[src/rtl/core/tama_pkg.sv]
// Shared definitions for the three-axis moving average unit.
// Holds the axis count and the divider status struct; no dependencies.
`default_nettype none

package tama_pkg;

    // Number of axes carried by one sample, and their lane positions.
    localparam int NUM_AXES = 3;
    localparam int AXIS_X   = 0;
    localparam int AXIS_Y   = 1;
    localparam int AXIS_Z   = 2;

    // Status reported by the iterative divider to the controller.
    typedef struct packed {
        logic busy;
        logic done;
    } div_status_t;

endpackage

`default_nettype wire

[src/rtl/core/three_axis_moving_average_unit.sv]
// Three-axis moving average over a ring of WINDOW samples per axis.
// Each input transfer passes through the update, divide and output states; out_valid rises
// once the bit-serial divider, which produces one quotient bit per cycle, has finished.
// A new sample is accepted only after the previous mean has been taken at the output.
// Reset clears totals, write slot and fill count; the sample ring needs no clearing.
// Depends on tama_pkg, tama_ram and tama_div.
`default_nettype none

module three_axis_moving_average_unit
    import tama_pkg::*;
#(
    parameter int WINDOW      = 16,
    parameter int SAMPLE_BITS = 16
) (
    input  wire logic                                clk,
    input  wire logic                                rst_n,
    input  wire logic                                in_valid,
    output logic                                     in_ready,
    input  wire logic signed [SAMPLE_BITS-1:0]       sample_x,
    input  wire logic signed [SAMPLE_BITS-1:0]       sample_y,
    input  wire logic signed [SAMPLE_BITS-1:0]       sample_z,
    output logic                                     out_valid,
    input  wire logic                                out_ready,
    output logic signed [SAMPLE_BITS-1:0]            mean_x,
    output logic signed [SAMPLE_BITS-1:0]            mean_y,
    output logic signed [SAMPLE_BITS-1:0]            mean_z,
    output logic        [$clog2(WINDOW + 1)-1:0]     samples_held
);

    localparam int SLOT_W  = (WINDOW > 1) ? $clog2(WINDOW) : 1;
    localparam int CNT_W   = $clog2(WINDOW + 1);
    localparam int TOTAL_W = SAMPLE_BITS + $clog2(WINDOW);
    localparam int RAM_W   = NUM_AXES * SAMPLE_BITS;

    typedef enum logic [1:0] {
        S_IDLE,
        S_UPDATE,
        S_DIVIDE,
        S_OUT
    } state_t;

    state_t                     state_reg, state_next;
    logic signed [SAMPLE_BITS-1:0] sample_in   [NUM_AXES];
    logic signed [SAMPLE_BITS-1:0] sample_reg  [NUM_AXES];
    logic signed [SAMPLE_BITS-1:0] sample_next [NUM_AXES];
    logic signed [SAMPLE_BITS-1:0] oldest      [NUM_AXES];
    logic signed [TOTAL_W-1:0]  total_reg  [NUM_AXES];
    logic signed [TOTAL_W-1:0]  total_next [NUM_AXES];
    logic signed [TOTAL_W-1:0]  total_sum  [NUM_AXES];
    logic signed [SAMPLE_BITS-1:0] mean_reg  [NUM_AXES];
    logic signed [SAMPLE_BITS-1:0] mean_next [NUM_AXES];
    logic signed [SAMPLE_BITS-1:0] quotient  [NUM_AXES];
    logic [SLOT_W-1:0]          slot_reg, slot_next;
    logic [CNT_W-1:0]           fill_reg, fill_next, fill_inc;
    logic [CNT_W-1:0]           held_reg, held_next;
    logic                       full;
    logic                       in_xfer;
    logic                       div_start;
    div_status_t                div_status;
    logic [RAM_W-1:0]           ram_wr_data;
    logic [RAM_W-1:0]           ram_rd_data;

    assign in_ready  = (state_reg == S_IDLE);
    assign out_valid = (state_reg == S_OUT);
    assign in_xfer   = in_valid && in_ready;

    assign sample_in[AXIS_X] = sample_x;
    assign sample_in[AXIS_Y] = sample_y;
    assign sample_in[AXIS_Z] = sample_z;

    assign mean_x       = mean_reg[AXIS_X];
    assign mean_y       = mean_reg[AXIS_Y];
    assign mean_z       = mean_reg[AXIS_Z];
    assign samples_held = held_reg;

    // Window bookkeeping: fill count saturates at WINDOW.
    assign full     = (fill_reg == CNT_W'(WINDOW));
    assign fill_inc = full ? fill_reg : (fill_reg + CNT_W'(1));

    // Pack the new sample for the ring and unpack the oldest entry read back.
    always_comb
    begin
        for (int i = 0; i < NUM_AXES; i++)
        begin
            ram_wr_data[i*SAMPLE_BITS +: SAMPLE_BITS] = sample_reg[i];
            oldest[i] = $signed(ram_rd_data[i*SAMPLE_BITS +: SAMPLE_BITS]);
            total_sum[i] = total_reg[i] + TOTAL_W'(sample_reg[i])
                           - (full ? TOTAL_W'(oldest[i]) : TOTAL_W'(0));
        end
    end

    // Sample ring: the oldest entry is read at the input transfer, overwritten in the next cycle.
    tama_ram #(
        .WIDTH (RAM_W),
        .DEPTH (WINDOW)
    ) u_ring (
        .clk     (clk),
        .wr_en   (state_reg == S_UPDATE),
        .wr_addr (slot_reg),
        .wr_data (ram_wr_data),
        .rd_en   (in_xfer),
        .rd_addr (slot_reg),
        .rd_data (ram_rd_data)
    );

    // Divider shared by the three axes, started with the updated totals.
    assign div_start = (state_reg == S_UPDATE) && !div_status.busy;

    tama_div #(
        .DIVIDEND_W (TOTAL_W),
        .DIVISOR_W  (CNT_W),
        .QUOTIENT_W (SAMPLE_BITS)
    ) u_div (
        .clk      (clk),
        .rst_n    (rst_n),
        .start    (div_start),
        .dividend (total_sum),
        .divisor  (fill_inc),
        .quotient (quotient),
        .status   (div_status)
    );

    // Controller next-state and register updates.
    always_comb
    begin
        state_next = state_reg;
        slot_next  = slot_reg;
        fill_next  = fill_reg;
        held_next  = held_reg;
        for (int i = 0; i < NUM_AXES; i++)
        begin
            sample_next[i] = sample_reg[i];
            total_next[i]  = total_reg[i];
            mean_next[i]   = mean_reg[i];
        end

        unique case (state_reg)
            S_IDLE:
            begin
                if (in_xfer)
                begin
                    for (int i = 0; i < NUM_AXES; i++)
                    begin
                        sample_next[i] = sample_in[i];
                    end
                    state_next = S_UPDATE;
                end
            end
            S_UPDATE:
            begin
                for (int i = 0; i < NUM_AXES; i++)
                begin
                    total_next[i] = total_sum[i];
                end
                fill_next  = fill_inc;
                slot_next  = (slot_reg == SLOT_W'(WINDOW - 1)) ? SLOT_W'(0)
                                                               : (slot_reg + SLOT_W'(1));
                state_next = S_DIVIDE;
            end
            S_DIVIDE:
            begin
                if (div_status.done)
                begin
                    for (int i = 0; i < NUM_AXES; i++)
                    begin
                        mean_next[i] = quotient[i];
                    end
                    held_next  = fill_reg;
                    state_next = S_OUT;
                end
            end
            S_OUT:
            begin
                if (out_ready)
                begin
                    state_next = S_IDLE;
                end
            end
        endcase
    end

    // State and registered outputs.
    always_ff @(posedge clk or negedge rst_n)
    begin
        if (!rst_n)
        begin
            state_reg <= S_IDLE;
            slot_reg  <= '0;
            fill_reg  <= '0;
            held_reg  <= '0;
            for (int i = 0; i < NUM_AXES; i++)
            begin
                sample_reg[i] <= '0;
                total_reg[i]  <= '0;
                mean_reg[i]   <= '0;
            end
        end
        else
        begin
            state_reg <= state_next;
            slot_reg  <= slot_next;
            fill_reg  <= fill_next;
            held_reg  <= held_next;
            for (int i = 0; i < NUM_AXES; i++)
            begin
                sample_reg[i] <= sample_next[i];
                total_reg[i]  <= total_next[i];
                mean_reg[i]   <= mean_next[i];
            end
        end
    end

endmodule

`default_nettype wire

[src/rtl/core/tama_ram.sv]
// Generic single-port-write, single-port-read RAM with a registered read.
// Stand-alone; used for the sample ring of the moving average unit.
`default_nettype none

module tama_ram #(
    parameter int WIDTH = 48,
    parameter int DEPTH = 16
) (
    input  wire logic                                 clk,
    input  wire logic                                 wr_en,
    input  wire logic [(DEPTH > 1 ? $clog2(DEPTH) : 1)-1:0] wr_addr,
    input  wire logic [WIDTH-1:0]                     wr_data,
    input  wire logic                                 rd_en,
    input  wire logic [(DEPTH > 1 ? $clog2(DEPTH) : 1)-1:0] rd_addr,
    output logic      [WIDTH-1:0]                     rd_data
);

    logic [WIDTH-1:0] mem [DEPTH];

    // Write port and registered read port.
    always_ff @(posedge clk)
    begin
        if (wr_en)
        begin
            mem[wr_addr] <= wr_data;
        end
        if (rd_en)
        begin
            rd_data <= mem[rd_addr];
        end
    end

endmodule

`default_nettype wire

[src/rtl/core/tama_div.sv]
// Iterative signed divider, one quotient bit per cycle for all three axes in lockstep.
// Depends on tama_pkg for the axis count and the status struct.
`default_nettype none

module tama_div
    import tama_pkg::*;
#(
    parameter int DIVIDEND_W = 20,
    parameter int DIVISOR_W  = 5,
    parameter int QUOTIENT_W = 16
) (
    input  wire logic                          clk,
    input  wire logic                          rst_n,
    input  wire logic                          start,
    input  wire logic signed [DIVIDEND_W-1:0]  dividend [NUM_AXES],
    input  wire logic        [DIVISOR_W-1:0]   divisor,
    output logic signed      [QUOTIENT_W-1:0]  quotient [NUM_AXES],
    output div_status_t                        status
);

    localparam int CNT_W = $clog2(DIVIDEND_W + 1);

    logic [DIVIDEND_W-1:0] mag_reg  [NUM_AXES];
    logic [DIVIDEND_W-1:0] mag_next [NUM_AXES];
    logic [DIVIDEND_W-1:0] mag_init [NUM_AXES];
    logic [DIVISOR_W-1:0]  rem_reg  [NUM_AXES];
    logic [DIVISOR_W-1:0]  rem_next [NUM_AXES];
    logic [DIVISOR_W:0]    rem_shift [NUM_AXES];
    logic [DIVISOR_W:0]    rem_diff  [NUM_AXES];
    logic                  fits      [NUM_AXES];
    logic                  neg_reg  [NUM_AXES];
    logic [DIVISOR_W-1:0]  divisor_reg;
    logic [CNT_W-1:0]      count_reg;
    logic                  busy_reg;
    logic                  done_reg;

    // One restoring step per lane: shift in the next dividend bit, subtract if it fits.
    // The quotient bits shift into the low end of the magnitude register.
    always_comb
    begin
        for (int i = 0; i < NUM_AXES; i++)
        begin
            mag_init[i]  = dividend[i][DIVIDEND_W-1] ?
                           (~$unsigned(dividend[i]) + DIVIDEND_W'(1)) : $unsigned(dividend[i]);
            rem_shift[i] = {rem_reg[i], mag_reg[i][DIVIDEND_W-1]};
            rem_diff[i]  = rem_shift[i] - {1'b0, divisor_reg};
            fits[i]      = rem_shift[i] >= {1'b0, divisor_reg};
            rem_next[i]  = fits[i] ? rem_diff[i][DIVISOR_W-1:0] : rem_shift[i][DIVISOR_W-1:0];
            mag_next[i]  = {mag_reg[i][DIVIDEND_W-2:0], fits[i]};
        end
    end

    // Restore the sign: truncation toward zero follows from dividing magnitudes.
    always_comb
    begin
        for (int i = 0; i < NUM_AXES; i++)
        begin
            quotient[i] = neg_reg[i] ? $signed(QUOTIENT_W'(-mag_reg[i][QUOTIENT_W-1:0]))
                                     : $signed(mag_reg[i][QUOTIENT_W-1:0]);
        end
    end

    assign status.busy = busy_reg;
    assign status.done = done_reg;

    // Iteration control and datapath registers.
    always_ff @(posedge clk or negedge rst_n)
    begin
        if (!rst_n)
        begin
            busy_reg    <= 1'b0;
            done_reg    <= 1'b0;
            count_reg   <= '0;
            divisor_reg <= '0;
            for (int i = 0; i < NUM_AXES; i++)
            begin
                mag_reg[i] <= '0;
                rem_reg[i] <= '0;
                neg_reg[i] <= 1'b0;
            end
        end
        else if (start)
        begin
            busy_reg    <= 1'b1;
            done_reg    <= 1'b0;
            count_reg   <= CNT_W'(DIVIDEND_W);
            divisor_reg <= divisor;
            for (int i = 0; i < NUM_AXES; i++)
            begin
                mag_reg[i] <= mag_init[i];
                rem_reg[i] <= '0;
                neg_reg[i] <= dividend[i][DIVIDEND_W-1];
            end
        end
        else if (busy_reg)
        begin
            count_reg <= count_reg - CNT_W'(1);
            if (count_reg == CNT_W'(1))
            begin
                busy_reg <= 1'b0;
                done_reg <= 1'b1;
            end
            for (int i = 0; i < NUM_AXES; i++)
            begin
                mag_reg[i] <= mag_next[i];
                rem_reg[i] <= rem_next[i];
            end
        end
        else
        begin
            done_reg <= 1'b0;
        end
    end

endmodule

`default_nettype wire
[config.mk]
export PLATFORM = sky130hd
export DESIGN_NAME = three_axis_moving_average_unit
export DESIGN_NICKNAME = d
export VERILOG_FILES = /design/src/rtl/core/tama_pkg.sv /design/src/rtl/core/three_axis_moving_average_unit.sv /design/src/rtl/core/tama_ram.sv /design/src/rtl/core/tama_div.sv
export SDC_FILE = /design/constraint.sdc
export NUM_CORES = 2
export LEC_CHECK = 0
export CAP_MARGIN = 30
export CORE_MARGIN = 2
export CORE_UTILIZATION = 35
export CTS_CLUSTER_SIZE = 40
export DETAILED_ROUTE_END_ITERATION = 8
export DONT_BUFFER_PORTS = 1
export GPL_ROUTABILITY_DRIVEN = 0
export SKIP_CTS_REPAIR_TIMING = 1
export SLEW_MARGIN = 20
export SYNTH_ARGS = -nofsm -noshare
export SYNTH_HDL_FRONTEND = slang
export SYNTH_SLANG_ARGS = --single-unit
export TNS_END_PERCENT = 30
[constraint.sdc]
create_clock -name clk -period 6.8 [get_ports clk]
set_input_delay 0.34 -clock clk [delete_from_list [all_inputs] [get_ports clk]]
set_output_delay 0.34 -clock clk [all_outputs]
set_load 0.02 [all_outputs]
# Word level (Yosys, flattened, before mapping)
# Memory sizes are Yosys's and may differ from the RTL's. A register that Yosys moved wholly into a read port is not among the register bits.
# Index checks and enable logic that the tools add are counted.
word_totals:
  register_bits: 262
  ramBits: 768
  inputBits: 52
  wordCells: 101
  n_memories: 1
mem_list:
  columns: ["name", "words", "word_bits", "rd", "rd_ports_with_merged_regs", "wr", "line_no", "rtl"]
  rows:
  - ["u_ring.mem", 16, 48, 1, 1, 1, "tama_ram.sv:18", "logic [WIDTH-1:0] mem [DEPTH];"]
op_classes:
  n_addsub: 18
  n_lt_le_gt_ge: 3
  eq_ne: 10
  muxes: 32
  n_bitwise: 3
  n_reduce_logical: 8
ops:
  columns: ["op", "count"]
  rows:
  - ["two-way mux 20 bit", 6]
  - ["two-way mux 60 bit", 2]
  - ["adder 20 x 1 -> 20 bit, second input constant", 3]
  - ["adder 20 x 16 -> 20 bit", 3]
  - ["inverter 20 bit", 3]
  - ["subtractor 20 bit", 3]
  - ["two-way mux 16 bit", 3]
  - ["negator 16 bit", 3]
  - ["two-way mux 15 bit", 2]
  - ["two-way mux 5 bit", 6]
  - ["greater-or-equal comparator 6 x 5 -> 1 bit", 3]
  - ["subtractor 5 bit", 3]
  - ["two-way mux 1 bit", 8]
  - ["one-hot mux 2 bit (4 select lines)", 1]
  - ["two-way mux 2 bit", 3]
  - ["!= test 2 x 1 -> 1 bit, second input constant", 3]
  - ["adder 5 x 1 -> 5 bit, second input constant", 1]
  - ["equality test 5 x 1 -> 1 bit, second input constant", 1]
  - ["equality test 5 bit, second input constant", 1]
  - ["subtractor 5 x 1 -> 5 bit, second input constant", 1]
  - ["adder 4 x 1 -> 4 bit, second input constant", 1]
  - ["equality test 2 bit, second input constant", 2]
  - ["equality test 4 bit, second input constant", 1]
  - ["two-way mux 4 bit", 1]
  - ["other kinds (8)", 10]

# Longest topological paths before layout
logic_depth:
  depth_word: 7
  mapped_depth: 22
  mapped_depth_nobuf: 17

# Cells and area by module
# Synthesis repeated with hierarchy kept, for this count alone.
hier_totals:
  cells_unflattened: 3227
  hier_area_um2: 48510.3
by_module_without_submodules:
  columns: ["module", "instances", "cells_per_inst", "area_each_um2"]
  rows:
  - ["tama_ram", 1, 1242, 30175.2]
  - ["three_axis_moving_average_unit", 1, 1221, 11529.8]
  - ["tama_div", 1, 764, 6805.3]

# Least setup slack after synthesis
# No wires, ideal clock.
synth_path:
  kind: "flip-flop to flip-flop"
  from: "register state_reg[1]"
  to: "memory u_ring.mem[0][0] (enable)"
  setup_ps: 513
  t_arrival_ps: 4962
  required_time_ps: 6287
  slack_ps: 1325
  stages_incl_launch_ff: 8
  n_path_buf: 3
  period_less_slack_ps: 5475
  path_cell_list: "dfrtp_1 > inv_1 > ha_1 > clkbuf_1 > clkbuf_1 > buf_1 > nand2_1 > nor3_1"
synth_via:
  elab_chain_len: 3
synth_lines:
  columns: ["item", "line_no", "rtl"]
  rows:
  - ["start, declared", "three_axis_moving_average_unit.sv:42", "state_t state_reg, state_next;"]
  - ["start signal, assigned", "three_axis_moving_average_unit.sv:200", "state_reg <= state_next;"]
  - ["equality test 2 x 1 -> 1 bit", "three_axis_moving_average_unit.sv:98", ".wr_en (state_reg == S_UPDATE),"]
  - ["two-way mux 1 bit", "tama_ram.sv:23", "if (wr_en)"]
  - ["two-way mux 1 bit (implied by the code)", "tama_ram.sv:25", "mem[wr_addr] <= wr_data;"]
  - ["end, declared", "tama_ram.sv:18", null]
# Every way passes these cells.

# Final worst setup path
layout_path:
  from: "register fill_reg[0]"
  to: "register u_div.mag_reg, in the netlist u_div.mag_next[19]"
layout_via:
  elab_chain_len: 7
layout_lines:
  columns: ["item", "line_no", "rtl"]
  rows:
  - ["start, declared", "three_axis_moving_average_unit.sv:54", "logic [CNT_W-1:0] fill_reg, fill_next, fill_inc;"]
  - ["start signal, assigned", "three_axis_moving_average_unit.sv:202", "fill_reg <= fill_next;"]
  - ["equality test 5 bit *", "three_axis_moving_average_unit.sv:77", "assign full = (fill_reg == CNT_W'(WINDOW));"]
  - ["two-way mux 20 bit *", "three_axis_moving_average_unit.sv:88", "- (full ? TOTAL_W'(oldest[i]) : TOTAL_W'(0));"]
  - ["subtractor 20 bit *", "three_axis_moving_average_unit.sv:88", null]
  - ["inverter 20 bit", "tama_div.sv:44", "(~$unsigned(dividend[i]) + DIVIDEND_W'(1)) : $unsigned(dividend[i]);"]
  - ["adder 20 x 1 -> 20 bit", "tama_div.sv:44", null]
  - ["two-way mux 20 bit *", "tama_div.sv:43", "mag_init[i] = dividend[i][DIVIDEND_W-1] ?"]
  - ["two-way mux 60 bit *", "tama_div.sv:82", "else if (start)"]
  - ["end signal, assigned by index", "tama_div.sv:90", "mag_reg[i] <= mag_init[i];"]
  - ["end signal, assigned by index", "tama_div.sv:105", "mag_reg[i] <= mag_next[i];"]
  - ["end, declared", "tama_div.sv:23", "logic [DIVIDEND_W-1:0] mag_reg [NUM_AXES];"]
# Mark *: on every way between the ends. The rest lies on a longest branch, timed or not.
# A chain may end at the register's enable or synchronous reset.

==> metrics.md <==
| Metric | Value |
|---|---|
| Status | `complete, but fails checks` |
| Failing checks | `negative hold slack, max-slew violations` |
| Sequential fraction of the synthesis area | `about 64%` |
| Critical path type | `reg -> reg` |
| # nets final | `roughly 3.6k` |
| Grt total ovfl | `0` |
| Syn Nets | `around 3.5k` |
| Synth Cell Area | `roughly 49000 um^2` |
| Cell with the most instances after synthesis | `edfxtp_1` |
| Final period util | `between 70% and 80%` |
| WL per Instance | `roughly 21 um` |
| RSZ-0062 raised after global routing | `false` |
| Clock latency on the worst-skew pair | `between 0.7 and 0.8 ns` |
| HPWL after detailed placement | `~69 mm` |
| Die extent in x | `between 300 and 400 um` |
| DRC Markers | `0` |
| Clk buf depth | `3` |
| Clk pin slew, worst setup/hold paths | `0.06 ns` |
| Synth Flop Type | `edfxtp_1` |
| Worst Max-Slew Pin Slew | `about 1.7 ns` |
| Simple-Gate Fraction of Synth Area | `between 6 and 7%` |
| Max-Cap Viols | `0` |
| Placed instance count | `~5k` |
| Tmin final | `5.220 ns` |
| Adder-Cell Fraction of Synth Area | `between 4 and 5%` |
| Post-Layout Cell Count | `5337` |
| Mux cell area share after synthesis | `between 10% and 20%` |
| CP Max Fanout | `52` |
| Post-Syn Instances | `around 3.3k` |
| Clock root buffer | `clkbuf_16` |
| Worst rel slew slack | `-16.63%` |
| TritonCTS Buffers | `102` |
| Initial DRC count | `~2.3k` |
| Synth Area in Compound Gates | `under 10%` |
| Area leader, netlist | `edfxtp_1` |
| First-pass GRT wire length | `about 170 mm` |
| Setup Skew | `approximately 0.034 ns` |
| Layout area overhead | `12.89%` |
| Synth async-reset ratio | `between 20% and 30%` |
| Required @ worst endpoint | `~7.4 ns` |
| Max-slew violations | `201` |
| CTS tree | `done` |
| Overall Global Routing Usage | `between 15 and 20%` |
| Largest net degree at the start of global routing | `approximately 260` |
| Number of synthesis warnings | `0` |
| Nature of the critical path startpoint | `flop` |
| Number of port buffers | `0` |
| Starting Density | `about a third` |
| Core area | `about 140000 um^2` |
| Post-synth EDFFs | `816` |
| DRT Pass-1 Iters | `7` |
| Netlist cell types | `between 90 and 100` |
| Antenna Nets Post-Route | `0` |
| Post-synth top area share | `between 50% and 60%` |
| H-Tree Depth | `3` |
| Fmax | `191.6 MHz` |
| Post-synthesis register bit count | `~1.1k` |
| Final hold violation count | `2` |
| Fin Hold WS | `-0.01028 ns` |
| XOR/XNOR Fraction of Synth Area | `roughly 2.4%` |
| CTS sink cnt | `about 1.1k` |
| Vias | `between 20k and 30k` |
| Avg Inst Size Synth | `~15 um^2` |
| Vias in the first global route | `approximately 28k` |
| Vias/cell | `about 5.1` |
| Largest family of logic cells by synthesized area | `multiplexers` |
| Worst setup EP type | `flop` |
| # rows | `137` |
| Crit path DAT | `5.81 ns` |
| Final core utilization | `between 30% and 40%` |
| Hold WC Path Type | `in -> reg` |
| Initial antenna violation count | `16` |
| DIE AREA | `between 100000 and 150000 um^2` |
| Layout cell share with drive strength beyond 1 | `14.60%` |
| Num ports | `around 110` |
| Final Setup Violations | `0` |
| Sum Neg Setup Slack | `0 ns` |
| Synth top cells by count | `edfxtp_1, nand2_1, inv_1` |
| Routed WL | `around 110 mm` |
| Die Ht | `377.7 um` |
| Largest register FFs | `about 770` |
| Top cells by area, synth | `edfxtp_1, dfrtp_1, mux4_2` |
==> metal layers <==
layer  up-vias  track usage (%)  routed length (um)
met1     14010            22.13               50670
met5         -                0                 135
li1      12560                -                   -
met4        20            4.498                2297
met2       724            25.41               52900
met3       159            2.613                6738
==> path summary, 6_finish.rpt <==
| check | start | endpoint | slack [ns] | cells after the start |
|---|---|---|---|---|
| worst max-delay path | fill_reg[0]$_DFFE_PN0P_ | u_div.mag_next[19]$_DFFE_PN0P_ | 1.58 | 17 |
| worst min-delay path | out_ready | state_reg[0]$_DFFE_PN0P_ | -0.01 | 3 |
| worst max register to register | fill_reg[0]$_DFFE_PN0P_ | u_div.mag_next[19]$_DFFE_PN0P_ | 1.58 | 17 |
| worst min register to register | u_div.divisor_reg[2]$_DFFE_PN0P_ | u_div.divisor_reg[2]$_DFFE_PN0P_ | 0.48 | 2 |
| max in group asynchronous | rst_n | slot_reg[0]$_DFFE_PN0P_ | 4.86 | 2 |
| min in group asynchronous | rst_n | mean_x[5]$_DFFE_PN0P_ | 0.26 | 2 |
==> metrics by stage <==
step	instance area, um^2	setup slack [ns]
finish	55170	1.580
global route	55160	1.008
CTS	54620	1.579
detailed placement	51220	1.617
global placement	51070	1.717
floorplan	48870	1.325
==> cells in the final DEF, fill, tap and decap left out, types with 49 or more instances in the layout <==
master,Yosys,routed
fa_1,60,60
o21ai_0,247,247
dlygate4sd3_1,0,49
and2_1,58,58
clkbuf_16,0,103
a21oi_1,80,80
xor2_1,64,64
ha_1,93,92
nor2_1,112,100
nand2_1,279,278
dfrtp_1,262,257
xnor2_1,63,63
inv_1,276,276
mux4_2,240,240
edfxtp_1,816,816
==> kinds of logic (layout without fill, tap and decap cells) <==
group	Yosys count	after routing
flops	1078	1078
buf+inv	437	565
other cells	0	3
fa+ha+maj	153	153
compound gates	561	561
xor+xnor	130	130
mux	280	280
simple gates	691	691
==> critical path: stages (launching register included) <==
cell	delay, ns
dfrtp_1	0.40
inv_1	0.15
ha_1	0.17
nor4bb_4	0.26
buf_4	0.48
and2_1	0.23
fa_1	0.41
inv_1	0.06
ha_1	0.35
nor3b_1	0.21
a311oi_1	0.25
o311ai_1	0.25
or3_1	0.46
nor4b_2	0.52
nand2_1	0.17
o41ai_1	0.39
mux2i_1	0.23
nand2_1	0.06
==> final cells by class <==
cell class | count | area (um^2)
diodes | 3 | 7.507
clock buffers | 135 | 2781
clock inverters | 58 | 626.9
fillers | 12800 | 83850
inverters | 278 | 1049
multi-input cells | 1815 | 16300
flip-flops and latches | 1078 | 31080
well taps | 1876 | 2347
repair buffers | 94 | 978.4
Power is not shown: default switching activity piles up to over one toggle a cycle in this logic, so the estimate is an artifact.
